===== config.mk =====
export PLATFORM = sky130hd
export DESIGN_NAME = attribute_word_tokenizer_flat
export DESIGN_NICKNAME = d
export VERILOG_FILES = /design/src/rtl/awt_pkg.sv /design/src/rtl/awt_if.sv /design/src/rtl/attribute_word_tokenizer.sv /design/src/rtl/awt_out_fifo.sv /design/src/flat_wrapper.sv
export SDC_FILE = /design/constraint.sdc
export NUM_CORES = 1
export LEC_CHECK = 0
export ABC_AREA = 1
export BUFFER_PORTS_ARGS = -buffer_cell sky130_fd_sc_hd__buf_2
export CAP_MARGIN = 30
export CORE_ASPECT_RATIO = 1.25
export CORE_MARGIN = 8
export CORE_UTILIZATION = 25
export CTS_CLUSTER_SIZE = 16
export DETAILED_ROUTE_END_ITERATION = 12
export GPL_ROUTABILITY_DRIVEN = 0
export HOLD_SLACK_MARGIN = 0.03
export SLEW_MARGIN = 20
export SYNTH_ARGS = -nofsm -noshare
export SYNTH_HDL_FRONTEND = slang
export SYNTH_SLANG_ARGS = --single-unit

===== constraint.sdc =====
create_clock -name clk -period 3.49 [get_ports clk]
set_clock_uncertainty 0.1 [all_clocks]
set_input_delay 0.698 -clock clk [delete_from_list [all_inputs] [get_ports clk]]
set_output_delay 0.698 -clock clk [all_outputs]
set_load 0.05 [all_outputs]

===== src/rtl/awt_pkg.sv =====
package awt_pkg;

    // longest word that is streamed; longer words report overflow
    localparam int MAX_WORD_LENGTH = 256;

    // word counter also holds the overflow mark MAX_WORD_LENGTH + 1
    localparam int COUNT_W    = $clog2(MAX_WORD_LENGTH + 2);
    localparam int WORD_LEN_W = 9;
    localparam int LINE_W     = 32;

    // result queue
    localparam int FIFO_DEPTH = 4;
    localparam int FIFO_PTR_W = $clog2(FIFO_DEPTH);
    localparam int FIFO_CNT_W = $clog2(FIFO_DEPTH + 1);

    // character codes
    localparam logic [7:0] CH_BAR    = 8'h7C;
    localparam logic [7:0] CH_BSLASH = 8'h5C;
    localparam logic [7:0] CH_COMMA  = 8'h2C;
    localparam logic [7:0] CH_COLON  = 8'h3A;
    localparam logic [7:0] CH_PERIOD = 8'h2E;
    localparam logic [7:0] CH_QMARK  = 8'h3F;
    localparam logic [7:0] CH_NL     = 8'h0A;
    localparam logic [7:0] CH_TAB    = 8'h09;
    localparam logic [7:0] CH_VT     = 8'h0B;
    localparam logic [7:0] CH_FF     = 8'h0C;
    localparam logic [7:0] CH_CR     = 8'h0D;
    localparam logic [7:0] CH_SPACE  = 8'h20;
    localparam logic [7:0] CH_NUL    = 8'h00;

    typedef enum logic [1:0] {
        PH_SKIP,
        PH_COMMENT,
        PH_WORD,
        PH_ESCAPE
    } phase_t;

    typedef enum logic [2:0] {
        ST_OK,
        ST_EMPTY,
        ST_QMARK,
        ST_OVERFLOW,
        ST_EOF
    } status_t;

    typedef enum logic {
        KIND_CHAR,
        KIND_END
    } kind_t;

    typedef struct packed {
        kind_t                   kind;
        logic [7:0]              char_out;
        logic [7:0]              delimiter;
        logic [WORD_LEN_W-1:0]   word_length;
        status_t                 status;
        logic [LINE_W-1:0]       line_number;
        logic                    last;
    } result_t;

endpackage


===== src/rtl/awt_if.sv =====
interface awt_char_if;
    logic       valid;
    logic       ready;
    logic [7:0] char_in;
    logic       end_of_file;
    logic       qmark_allowed;
    logic       period_allowed;

    modport source (
        output valid, char_in, end_of_file, qmark_allowed, period_allowed,
        input  ready
    );
    modport sink (
        input  valid, char_in, end_of_file, qmark_allowed, period_allowed,
        output ready
    );
endinterface

interface awt_token_if;
    logic        valid;
    logic        ready;
    logic        kind;
    logic [7:0]  char_out;
    logic [7:0]  delimiter;
    logic [8:0]  word_length;
    logic [2:0]  status;
    logic [31:0] line_number;
    logic        last;

    modport source (
        output valid, kind, char_out, delimiter, word_length, status, line_number, last,
        input  ready
    );
    modport sink (
        input  valid, kind, char_out, delimiter, word_length, status, line_number, last,
        output ready
    );
endinterface


===== src/rtl/attribute_word_tokenizer.sv =====
// Word lexer for attribute files: one character enters per item on chars and
// the word stream leaves on tokens. Whitespace and bar comments before a word
// are skipped, characters of a word come out one item each (escaped by a
// backslash where needed, space and tab runs folded to one space, trailing
// ones dropped), and every word closes with an end item carrying delimiter,
// length and status. A character is taken in every cycle in which the queue
// has room; the lexer state is updated in the accepting cycle and its results
// land in a four-entry result queue, so a character that releases a folded
// space plus itself pushes two items. chars.ready is low while the queue holds
// more than two items, which makes the sustained rate one character per cycle
// as long as tokens is drained at one item per cycle. line_number in every
// result is the line count as it stood before the character that caused it.
module attribute_word_tokenizer (
    input  logic        clk,
    input  logic        rst_n,
    awt_char_if.sink    chars,
    awt_token_if.source tokens
);
    import awt_pkg::*;

    phase_t               phase_reg, phase_next;
    logic                 pend_reg, pend_next;
    logic [COUNT_W-1:0]   cnt_reg, cnt_next;
    logic                 fq_reg, fq_next;
    logic [LINE_W-1:0]    line_reg, line_next;

    logic                 accept;
    logic                 room;
    logic [7:0]           ch;
    logic                 eof;
    logic                 qa;
    logic                 pa;
    logic                 white;
    logic                 delim;

    logic                 do_flush;
    logic                 do_store;
    logic                 do_finish;
    logic                 inc_line;
    logic                 to_comment;
    logic [7:0]           fin_delim;
    logic [1:0]           n_v;
    result_t              res_a;
    result_t              res_b;
    result_t              item;
    result_t              out_data;
    logic                 out_valid;
    logic [1:0]           push_cnt;

    assign ch  = chars.char_in;
    assign eof = chars.end_of_file;
    assign qa  = chars.qmark_allowed;
    assign pa  = chars.period_allowed;

    assign white = (ch == CH_SPACE) || (ch == CH_TAB) || (ch == CH_NL)
                || (ch == CH_VT) || (ch == CH_FF) || (ch == CH_CR);
    assign delim = (ch == CH_COMMA) || (ch == CH_COLON) || (ch == CH_BAR)
                || (ch == CH_NL) || ((ch == CH_PERIOD) && !pa);

    assign chars.ready = room;
    assign accept      = chars.valid && room;

    // per-character decisions
    always_comb
    begin
        do_flush   = 1'b0;
        do_store   = 1'b0;
        do_finish  = 1'b0;
        inc_line   = 1'b0;
        to_comment = 1'b0;
        fin_delim  = CH_NUL;
        phase_next = phase_reg;
        pend_next  = pend_reg;
        unique case (phase_reg)
            PH_SKIP:
            begin
                if (eof)
                begin
                    do_finish = 1'b1;
                end
                else if (ch == CH_BAR)
                begin
                    phase_next = PH_COMMENT;
                end
                else if (white)
                begin
                    inc_line = (ch == CH_NL);
                end
                else if (delim)
                begin
                    do_finish = 1'b1;
                    fin_delim = ch;
                end
                else
                begin
                    phase_next = PH_WORD;
                    if (ch == CH_BSLASH)
                    begin
                        do_flush   = 1'b1;
                        phase_next = PH_ESCAPE;
                    end
                    else
                    begin
                        do_flush = 1'b1;
                        do_store = 1'b1;
                    end
                end
            end
            PH_COMMENT:
            begin
                if (eof)
                begin
                    inc_line  = 1'b1;
                    do_finish = 1'b1;
                end
                else if (ch == CH_NL)
                begin
                    inc_line   = 1'b1;
                    phase_next = PH_SKIP;
                end
            end
            PH_WORD:
            begin
                if (eof)
                begin
                    do_finish = 1'b1;
                end
                else if (delim)
                begin
                    do_finish  = 1'b1;
                    fin_delim  = ch;
                    inc_line   = (ch == CH_NL);
                    to_comment = (ch == CH_BAR);
                end
                else if (ch == CH_BSLASH)
                begin
                    do_flush   = 1'b1;
                    phase_next = PH_ESCAPE;
                end
                else if ((ch == CH_SPACE) || (ch == CH_TAB))
                begin
                    pend_next = 1'b1;
                end
                else
                begin
                    do_flush = 1'b1;
                    do_store = 1'b1;
                end
            end
            PH_ESCAPE:
            begin
                if (eof)
                begin
                    do_finish = 1'b1;
                end
                else
                begin
                    do_store   = 1'b1;
                    phase_next = PH_WORD;
                end
            end
            default:
            begin
                phase_next = PH_SKIP;
            end
        endcase

        // result slots, counter and question mark flag
        item             = '0;
        item.line_number = line_reg;
        res_a            = item;
        res_b            = item;
        n_v              = 2'd0;
        cnt_next         = cnt_reg;
        fq_next          = fq_reg;

        // folded space goes out ahead of the character
        if (do_flush && pend_reg)
        begin
            pend_next = 1'b0;
            if (cnt_next < COUNT_W'(MAX_WORD_LENGTH))
            begin
                if (cnt_next == '0)
                begin
                    fq_next = 1'b0;
                end
                item.kind     = KIND_CHAR;
                item.char_out = CH_SPACE;
                res_a         = item;
                n_v           = 2'd1;
                cnt_next      = cnt_next + COUNT_W'(1);
            end
            else
            begin
                cnt_next = COUNT_W'(MAX_WORD_LENGTH + 1);
            end
        end

        // the character itself
        if (do_store)
        begin
            if (cnt_next < COUNT_W'(MAX_WORD_LENGTH))
            begin
                if (cnt_next == '0)
                begin
                    fq_next = (ch == CH_QMARK);
                end
                item.kind     = KIND_CHAR;
                item.char_out = ch;
                if (n_v == 2'd0)
                begin
                    res_a = item;
                end
                else
                begin
                    res_b = item;
                end
                n_v      = n_v + 2'd1;
                cnt_next = cnt_next + COUNT_W'(1);
            end
            else
            begin
                cnt_next = COUNT_W'(MAX_WORD_LENGTH + 1);
            end
        end

        // end of word item, never shares an item with characters
        if (do_finish)
        begin
            item.kind      = KIND_END;
            item.char_out  = CH_NUL;
            item.delimiter = fin_delim;
            if (cnt_reg > COUNT_W'(MAX_WORD_LENGTH))
            begin
                item.word_length = WORD_LEN_W'(MAX_WORD_LENGTH);
            end
            else
            begin
                item.word_length = WORD_LEN_W'(cnt_reg);
            end
            priority if (eof)
            begin
                item.status = ST_EOF;
            end
            else if (cnt_reg > COUNT_W'(MAX_WORD_LENGTH))
            begin
                item.status = ST_OVERFLOW;
            end
            else if ((cnt_reg == '0) && !pa)
            begin
                item.status = ST_EMPTY;
            end
            else if (!qa && (cnt_reg == COUNT_W'(1)) && fq_reg)
            begin
                item.status = ST_QMARK;
            end
            else
            begin
                item.status = ST_OK;
            end
            res_a      = item;
            n_v        = 2'd1;
            cnt_next   = '0;
            pend_next  = 1'b0;
            fq_next    = 1'b0;
            phase_next = to_comment ? PH_COMMENT : PH_SKIP;
        end

        res_a.last = (n_v == 2'd1);
        res_b.last = 1'b1;

        // saturating line counter
        line_next = line_reg;
        if (inc_line && (line_reg != '1))
        begin
            line_next = line_reg + LINE_W'(1);
        end
    end

    assign push_cnt = accept ? n_v : 2'd0;

    // lexer state
    always_ff @(posedge clk or negedge rst_n)
    begin
        if (!rst_n)
        begin
            phase_reg <= PH_SKIP;
            pend_reg  <= 1'b0;
            cnt_reg   <= '0;
            fq_reg    <= 1'b0;
            line_reg  <= LINE_W'(1);
        end
        else if (accept)
        begin
            phase_reg <= phase_next;
            pend_reg  <= pend_next;
            cnt_reg   <= cnt_next;
            fq_reg    <= fq_next;
            line_reg  <= line_next;
        end
    end

    // result queue
    awt_out_fifo u_out_fifo (
        .clk       (clk),
        .rst_n     (rst_n),
        .push_cnt  (push_cnt),
        .push_a    (res_a),
        .push_b    (res_b),
        .room      (room),
        .out_valid (out_valid),
        .out_ready (tokens.ready),
        .out_data  (out_data)
    );

    assign tokens.valid       = out_valid;
    assign tokens.kind        = out_data.kind;
    assign tokens.char_out    = out_data.char_out;
    assign tokens.delimiter   = out_data.delimiter;
    assign tokens.word_length = out_data.word_length;
    assign tokens.status      = out_data.status;
    assign tokens.line_number = out_data.line_number;
    assign tokens.last        = out_data.last;

    a_count_bound: assert property (@(posedge clk) disable iff (!rst_n)
        cnt_reg <= COUNT_W'(MAX_WORD_LENGTH + 1))
        else $error("word counter beyond overflow mark");

    a_pend_in_word: assert property (@(posedge clk) disable iff (!rst_n)
        pend_reg |-> (phase_reg == PH_WORD))
        else $error("pending space outside a word");

    a_fq_has_char: assert property (@(posedge clk) disable iff (!rst_n)
        fq_reg |-> (cnt_reg != '0))
        else $error("question mark flag without a stored character");

    a_line_nonzero: assert property (@(posedge clk) disable iff (!rst_n)
        line_reg != '0)
        else $error("line counter wrapped to zero");

endmodule


===== src/rtl/awt_out_fifo.sv =====
module awt_out_fifo (
    input  logic             clk,
    input  logic             rst_n,
    input  logic [1:0]       push_cnt,
    input  awt_pkg::result_t push_a,
    input  awt_pkg::result_t push_b,
    output logic             room,
    output logic             out_valid,
    input  logic             out_ready,
    output awt_pkg::result_t out_data
);
    import awt_pkg::*;

    result_t                 mem [FIFO_DEPTH];
    logic [FIFO_PTR_W-1:0]   wr_reg;
    logic [FIFO_PTR_W-1:0]   rd_reg;
    logic [FIFO_CNT_W-1:0]   count_reg;
    logic [FIFO_PTR_W-1:0]   wr_plus1;
    logic                    pop;

    assign wr_plus1  = wr_reg + FIFO_PTR_W'(1);
    assign out_valid = (count_reg != '0);
    assign out_data  = mem[rd_reg];
    assign pop       = out_valid && out_ready;
    // room for the two items one character can cause
    assign room      = (count_reg <= FIFO_CNT_W'(FIFO_DEPTH - 2));

    // storage
    always_ff @(posedge clk)
    begin
        if (push_cnt != 2'd0)
        begin
            mem[wr_reg] <= push_a;
        end
        if (push_cnt == 2'd2)
        begin
            mem[wr_plus1] <= push_b;
        end
    end

    // pointers and fill level
    always_ff @(posedge clk or negedge rst_n)
    begin
        if (!rst_n)
        begin
            wr_reg    <= '0;
            rd_reg    <= '0;
            count_reg <= '0;
        end
        else
        begin
            wr_reg    <= wr_reg + FIFO_PTR_W'(push_cnt);
            rd_reg    <= rd_reg + FIFO_PTR_W'(pop);
            count_reg <= count_reg + FIFO_CNT_W'(push_cnt) - FIFO_CNT_W'(pop);
        end
    end

    a_count_bound: assert property (@(posedge clk) disable iff (!rst_n)
        count_reg <= FIFO_CNT_W'(FIFO_DEPTH))
        else $error("result queue fill level out of range");

    a_push_room: assert property (@(posedge clk) disable iff (!rst_n)
        (push_cnt != 2'd0) |-> room)
        else $error("result pushed without room");

    a_no_push_three: assert property (@(posedge clk) disable iff (!rst_n)
        push_cnt != 2'd3)
        else $error("more than two results pushed at once");

endmodule

===== src/flat_wrapper.sv =====
// flat-port wrapper written by rule: the top's interface ports become plain ports
module attribute_word_tokenizer_flat import awt_pkg::*;
  (clk, rst_n, chars_valid, chars_char_in, chars_end_of_file, chars_qmark_allowed, chars_period_allowed, chars_ready, tokens_valid, tokens_kind, tokens_char_out, tokens_delimiter, tokens_word_length, tokens_status, tokens_line_number, tokens_last, tokens_ready);
  awt_char_if chars_i ();
  awt_token_if tokens_i ();
  input  logic clk;
  input  logic rst_n;
  input wire logic [$bits(chars_i.valid)-1:0] chars_valid;
  input wire logic [$bits(chars_i.char_in)-1:0] chars_char_in;
  input wire logic [$bits(chars_i.end_of_file)-1:0] chars_end_of_file;
  input wire logic [$bits(chars_i.qmark_allowed)-1:0] chars_qmark_allowed;
  input wire logic [$bits(chars_i.period_allowed)-1:0] chars_period_allowed;
  output wire logic [$bits(chars_i.ready)-1:0] chars_ready;
  output wire logic [$bits(tokens_i.valid)-1:0] tokens_valid;
  output wire logic [$bits(tokens_i.kind)-1:0] tokens_kind;
  output wire logic [$bits(tokens_i.char_out)-1:0] tokens_char_out;
  output wire logic [$bits(tokens_i.delimiter)-1:0] tokens_delimiter;
  output wire logic [$bits(tokens_i.word_length)-1:0] tokens_word_length;
  output wire logic [$bits(tokens_i.status)-1:0] tokens_status;
  output wire logic [$bits(tokens_i.line_number)-1:0] tokens_line_number;
  output wire logic [$bits(tokens_i.last)-1:0] tokens_last;
  input wire logic [$bits(tokens_i.ready)-1:0] tokens_ready;
  assign chars_i.valid = chars_valid;
  assign chars_i.char_in = chars_char_in;
  assign chars_i.end_of_file = chars_end_of_file;
  assign chars_i.qmark_allowed = chars_qmark_allowed;
  assign chars_i.period_allowed = chars_period_allowed;
  assign chars_ready = chars_i.ready;
  assign tokens_valid = tokens_i.valid;
  assign tokens_kind = tokens_i.kind;
  assign tokens_char_out = tokens_i.char_out;
  assign tokens_delimiter = tokens_i.delimiter;
  assign tokens_word_length = tokens_i.word_length;
  assign tokens_status = tokens_i.status;
  assign tokens_line_number = tokens_i.line_number;
  assign tokens_last = tokens_i.last;
  assign tokens_i.ready = tokens_ready;
  attribute_word_tokenizer u_core (.clk(clk), .rst_n(rst_n), .chars(chars_i), .tokens(tokens_i));
endmodule

==> flow_summary.json, run 1 <==
{
  "status": "finished clean",
  "cts_tree": "yes",
  "first_global_vias": 12400,
  "cts_hold_buf": 0,
  "final_antenna_net_count": 0,
  "relSlewSlack": 0.467,
  "min_period_over_period": 0.956,
  "r2r_cells": 17,
  "crit_buf_inv": 2,
  "startpoint_type": "flip-flop",
  "drv_slew": 0,
  "clock_path_buffers": 3,
  "syn_inst": 1776,
  "grt_first_pass_wirelength_um": 69800,
  "ys_ff_latch": 300,
  "reg2reg_to": "u_core.u_out_fifo.count_reg[2]",
  "path_cells": "buf_4 > o21ai_0 > o22ai_1 > buf_2",
  "vias": 12900,
  "drt_iter0_drc": 1075,
  "synth_cell_types": 37,
  "syn_nets": 1803,
  "largest_reg_flops": 248,
  "critical_path_class": "flip-flop to output pin",
  "crit_slowest_cell": "dfrtp_4",
  "crit_end": "tokens_char_out[2]",
  "vias_per_cell": 4.85,
  "grt_overflow": 0,
  "core-area_sq_um": 58200,
  "cap_violations": 0,
  "max_freq_mhz": 300,
  "worst_path_largest_cell_delay_ps": 600,
  "hpwl_um": 28900,
  "area_growth_pct": 19.4,
  "syn_area_per_cell_sq_um": 8.27,
  "synth_area_sq_um": 14700,
  "hold_path.class": "flip-flop to flip-flop",
  "cts.sinks": 300,
  "grt_usage": 0.131,
  "critical_path_cell_count": 4,
  "crit_path_end_kind": "output pin",
  "ir_drop_mv": 0.794,
  "netlist.area_leader.share": 0.327,
  "die_h_um": 287,
  "crit_required_ps": 2690,
  "final_nets": 1894,
  "period_needed_ps": 3340,
  "cp_top_family": "buffers and inverters",
  "synth.area.top_cells": "edfxtp_1 (33%), dfxtp_1 (12%), nor2_1 (10%)",
  "wl_per_cell_um": 16.9,
  "cts.htree.levels": 2,
  "drive_above_1_share": 0.139,
  "antenna_found_initial": 3,
  "dpl_cell_area_sq_um": 16300,
  "yosysTopAreaCell": "edfxtp_1",
  "die_width_um": 233,
  "initial_core_util": 0.252,
  "cts_made_buffers": 35,
  "stdcell_area_sq_um": 17500,
  "synth_edf_count": 160,
  "worst_slack_ps": 154,
  "placementRows": 99,
  "drc_errors": 0,
  "ctsResizeCount": 0,
  "tightestPinTransition_ps": 798,
  "crit_arrival_ps": 2540,
  "yosysWarnings": 0,
  "rsz0062_at_grt": "false",
  "io_pins": 79,
  "clk_latency_ps": 540,
  "yosysMostFrequentCell": "nor2_1",
  "dr.pass1.iters": 5,
  "grt_max_degree": 149,
  "clk_pin_slew_worst_paths_ps": 60,
  "hold_violations": 0,
  "synth-main-ff-cell": "edfxtp_1",
  "routed_wl_um": 44700,
  "reg2reg_from": "u_core.cnt_reg[1]",
  "cts-root-buf": "clkbuf_16",
  "synth_common_cells": "nor2_1 (404), nand2_1 (262), o21ai_0 (162), edfxtp_1 (160), nand3_1 (142)",
  "reg2reg_slack_ps": 330,
  "post_cts_buffers": 0,
  "dieArea_sq_um": 66800,
  "crit_fanout": 49,
  "place_ws_ps": -162,
  "synthArstFlopShare": 0.173,
  "portBuffers": 78,
  "setup_viol": 0,
  "p_leak_nw": 7.38,
  "crit_start": "u_core.u_out_fifo.rd_reg[0]",
  "p_per_area_nw_per_um2": 950,
  "synth_seq_area_share": 0.536
}
==> placed cells by master (no fill, tap or decap), types with 20 or more instances in the layout <==
cell type	n
nor2_1	399
nand2_1	260
o21ai_0	161
edfxtp_1	160
nand3_1	140
inv_1	98
dfxtp_1	88
a21oi_1	81
buf_2	78
buf_4	77
o22ai_1	76
dfrtp_1	49
xor2_1	38
clkbuf_16	36
nor3_1	21
nand4_1	20
==> kinds of logic (layout without fill, tap and decap cells) <==
group,Yosys count,after routing,share of synthesized area
compound gates,334,334,0.124
fa+ha+maj,12,12,0.0107
buf+inv,222,340,0.0628
flops,300,300,0.536
other cells,0,2,0
simple gates,869,869,0.244
xor+xnor,39,39,0.0233
==> power by group <==
part / switching, mW / internal [mW]
Clock: 1.52 / 2.34
Sequential: 0.504 / 4.62
Combinational: 5.75 / 1.91
==> layer usage <==
layer  track usage  vias up  share of wire
met3        0.0296       78          0.071
met5             0        -        0.00029
met2         0.221      454           0.48
met1         0.162     6152           0.42
li1              -     6169              -
met4        0.0443        2          0.026
==> worst register-to-register path, delay by kind of cell, from the launching register on <==
kind	cells	cell delay, ps
buffers and inverters	3	160
XOR/XNOR	2	350
AND/OR/NAND/NOR	7	860
adder cells (fa/ha/maj)	4	1030
AO/OA/AOI/OAI	1	140
flip-flops	1	450
==> through the flow <==
stage	cells	utilization	power, mW	hold slack (ps)	TNS, ps
2_1_floorplan	1776	-	10.6	302	0
3_5_place_dp	2585	0.280	12.9	328	-489
4_1_cts	2649	0.301	16.8	199	0
5_1_grt	2651	0.301	17.7	354	0
3_3_place_gp	2585	0.280	12.8	328	-68.8
6_report	2653	0.301	16.7	339	0
==> final cells by class <==
class	instances	area [sq um]
repair buffers	162	1100
inverters	114	429
multi-input cells	1254	5960
flip-flops and latches	300	7870
diodes	2	5.00
clock inverters	14	168
clock buffers	50	1050
well taps	757	947
fillers	6159	40700
==> how the worst min path moves through the flow <==
stage                                  from                      endpoint  slack, ps  cells past startpoint
3_5_place_dp   u_core.u_out_fifo.mem[1][45]  u_core.u_out_fifo.mem[1][45]        330                      2
4_1_cts                               rst_n           u_core.line_reg[16]        200                      1
6_report       u_core.u_out_fifo.mem[1][45]  u_core.u_out_fifo.mem[1][45]        340                      2
2_1_floorplan                         rst_n             u_core.cnt_reg[0]        300                      0
5_1_grt        u_core.u_out_fifo.mem[3][52]  u_core.u_out_fifo.mem[3][52]        350                      2
3_3_place_gp   u_core.u_out_fifo.mem[1][52]  u_core.u_out_fifo.mem[1][52]        330                      2
Note: power is estimated with default switching activity, not from simulation.
==> inputs of run 2 (changes only) <==
CAP_MARGIN = not set   (was 30)
CELL_PAD_IN_SITES_DETAIL_PLACEMENT = 1   (was not set)
CELL_PAD_IN_SITES_GLOBAL_PLACEMENT = 1   (was not set)
PLACE_DENSITY_LB_ADDON = 0.1   (was not set)
clock period = 3.95 ns   (was 3.49 ns; I/O delays follow)
==> run 2 against run 1 <==
Design area decreased by 1.5%. Global-route usage increased by 3.4 points. Largest cell class unchanged. Highest routed layer unchanged. First-iteration DRC count decreased by 49%. Critical endpoint is now tokens_line_number[27]. Worst hold slack got worse by 180 ps. Sequential power decreased by 11%.
==> flow_summary.json, run 2 (synthesis gave the netlist of run 1 again) <==
{
  "status": "finished clean",
  "initial_core_util": 0.252,
  "ir_drop_mv": 0.435,
  "hold_violations": 0,
  "worst_path_largest_cell_delay_ps": 500,
  "die_width_um": 233,
  "die_h_um": 287,
  "post_cts_buffers": 0,
  "placementRows": 99,
  "setup_tns_ps": 0,
  "cts-root-buf": "clkbuf_16",
  "p_per_area_nw_per_um2": 855,
  "crit_required_ps": 3060,
  "relSlewSlack": 0.441,
  "first_global_vias": 13600,
  "portBuffers": 78,
  "clock_path_buffers": 3,
  "critical_path_class": "flip-flop to output pin",
  "setup_viol": 0,
  "critical_path_cell_count": 5,
  "period_needed_ps": 3460,
  "routed_wl_um": 54700,
  "reg2reg_from": "u_core.cnt_reg[1]",
  "dieArea_sq_um": 66800,
  "r2r_cells": 17,
  "grt_max_degree": 146,
  "cp_top_family": "buffers and inverters",
  "cts.htree.levels": 2,
  "dr.pass1.iters": 4,
  "startpoint_type": "flip-flop",
  "crit_slowest_cell": "dfrtp_4",
  "cts.sinks": 300,
  "path_cells": "inv_4 > buf_4 > o21ai_0 > o22ai_1 > buf_2",
  "drc_errors": 0,
  "fill_cells": 6935,
  "drt_iter0_drc": 552,
  "antenna_found_initial": 4,
  "cts_made_buffers": 38,
  "final_nets": 1875,
  "io_pins": 79,
  "reg2reg_slack_ps": 660,
  "cts_tree": "yes",
  "postLayoutCoreUtil": 0.297,
  "crit_fanout": 40,
  "mostFrequentLayoutCell": "nor2_1",
  "grt_overflow": 0,
  "grt_usage": 0.164,
  "drv_slew": 0,
  "reg2reg_to": "u_core.u_out_fifo.count_reg[2]",
  "layout.cells.non_filler": 2636,
  "clk_pin_slew_worst_paths_ps": 60,
  "wl_per_cell_um": 20.7,
  "p_leak_nw": 7.22,
  "tightestPinTransition_ps": 837,
  "rsz0062_at_grt": "false",
  "vias": 12700,
  "crit_path_end_kind": "output pin",
  "ctsResizeCount": 0,
  "drive_above_1_share": 0.118,
  "most-common-layout-cells": "nor2_1 (401), nand2_1 (262), o21ai_0 (162)",
  "cap_violations": 0,
  "placed_cells_incl_taps": 2565,
  "hpwl_um": 34800,
  "grt_first_pass_wirelength_um": 84200,
  "max_freq_mhz": 289,
  "hold_path.class": "input port to asynchronous set/reset pin",
  "crit_buf_inv": 3,
  "crit_arrival_ps": 2570,
  "final_antenna_net_count": 0,
  "cts_hold_buf": 0,
  "vias_per_cell": 4.81,
  "core-area_sq_um": 58200,
  "clk_latency_ps": 560,
  "min_period_over_period": 0.877,
  "area_growth_pct": 17.6,
  "largest_reg_flops": 248
}
[run 2: cell count changes in the layout (fill, tap and decap cells not counted), sizes merged]
| cell | previous run | this run |
|---|---|---|
| buf | 161 | 140 |
| bufinv | 3 | 0 |
| dlygate4sd3 | 1 | 0 |
| clkinv | 13 | 12 |
| clkbuf | 50 | 59 |
[run 2: per-stage QoR]
step	area, sq um	hold slack (ps)	total power, mW	setup slack [ps]
3_3_place_gp	16100	329	11.7	150
3_5_place_dp	16100	331	11.8	49.4
6_report	17300	156	14.8	485
5_1_grt	17300	174	15.8	287
4_1_cts	17300	154	15.1	436
2_1_floorplan	14700	314	9.36	68.0
[run 2: cell type report]
cell class,count,area [sq um],share of cell area
Tap cell,757,947,0.0548
Antenna cell,2,5.00,0.000290
Sequential cell,300,7870,0.456
Timing Repair Buffer,140,968,0.0561
Multi-Input combinational cell,1254,5920,0.342
Clock buffer,59,1070,0.0619
Inverter,114,430,0.0249
Clock inverter,10,63.8,0.00369
[run 2: how the worst max path moves through the flow]
stage,from,endpoint,slack (ps)
2_1_floorplan,chars_char_in[3],u_core.u_out_fifo.count_reg[2],70
3_3_place_gp,chars_char_in[7],u_core.u_out_fifo.mem[1][26],150
3_5_place_dp,chars_char_in[7],u_core.u_out_fifo.count_reg[2],50
4_1_cts,u_core.u_out_fifo.rd_reg[0],tokens_line_number[26],440
5_1_grt,chars_char_in[7],u_core.u_out_fifo.count_reg[2],290
6_report,u_core.u_out_fifo.rd_reg[0],tokens_line_number[27],490
[run 2: where the power goes]
| part | internal, mW | switching [mW] | total, mW | leakage, nW |
|---|---|---|---|---|
| clock network | 1.87 | 1.40 | 3.27 | 0.551 |
| registers | 4.09 | 0.468 | 4.55 | 2.82 |
| logic | 1.68 | 5.28 | 6.95 | 3.84 |
[run 2: routing by layer]
metal | global-route usage | vias to the layer above | wire, um
met4 | 0.0503 | 4 | 1420
met5 | 0 | - | 25
met3 | 0.0296 | 79 | 1930
met1 | 0.196 | 6298 | 23300
met2 | 0.296 | 176 | 28000
li1 | - | 6128 | -
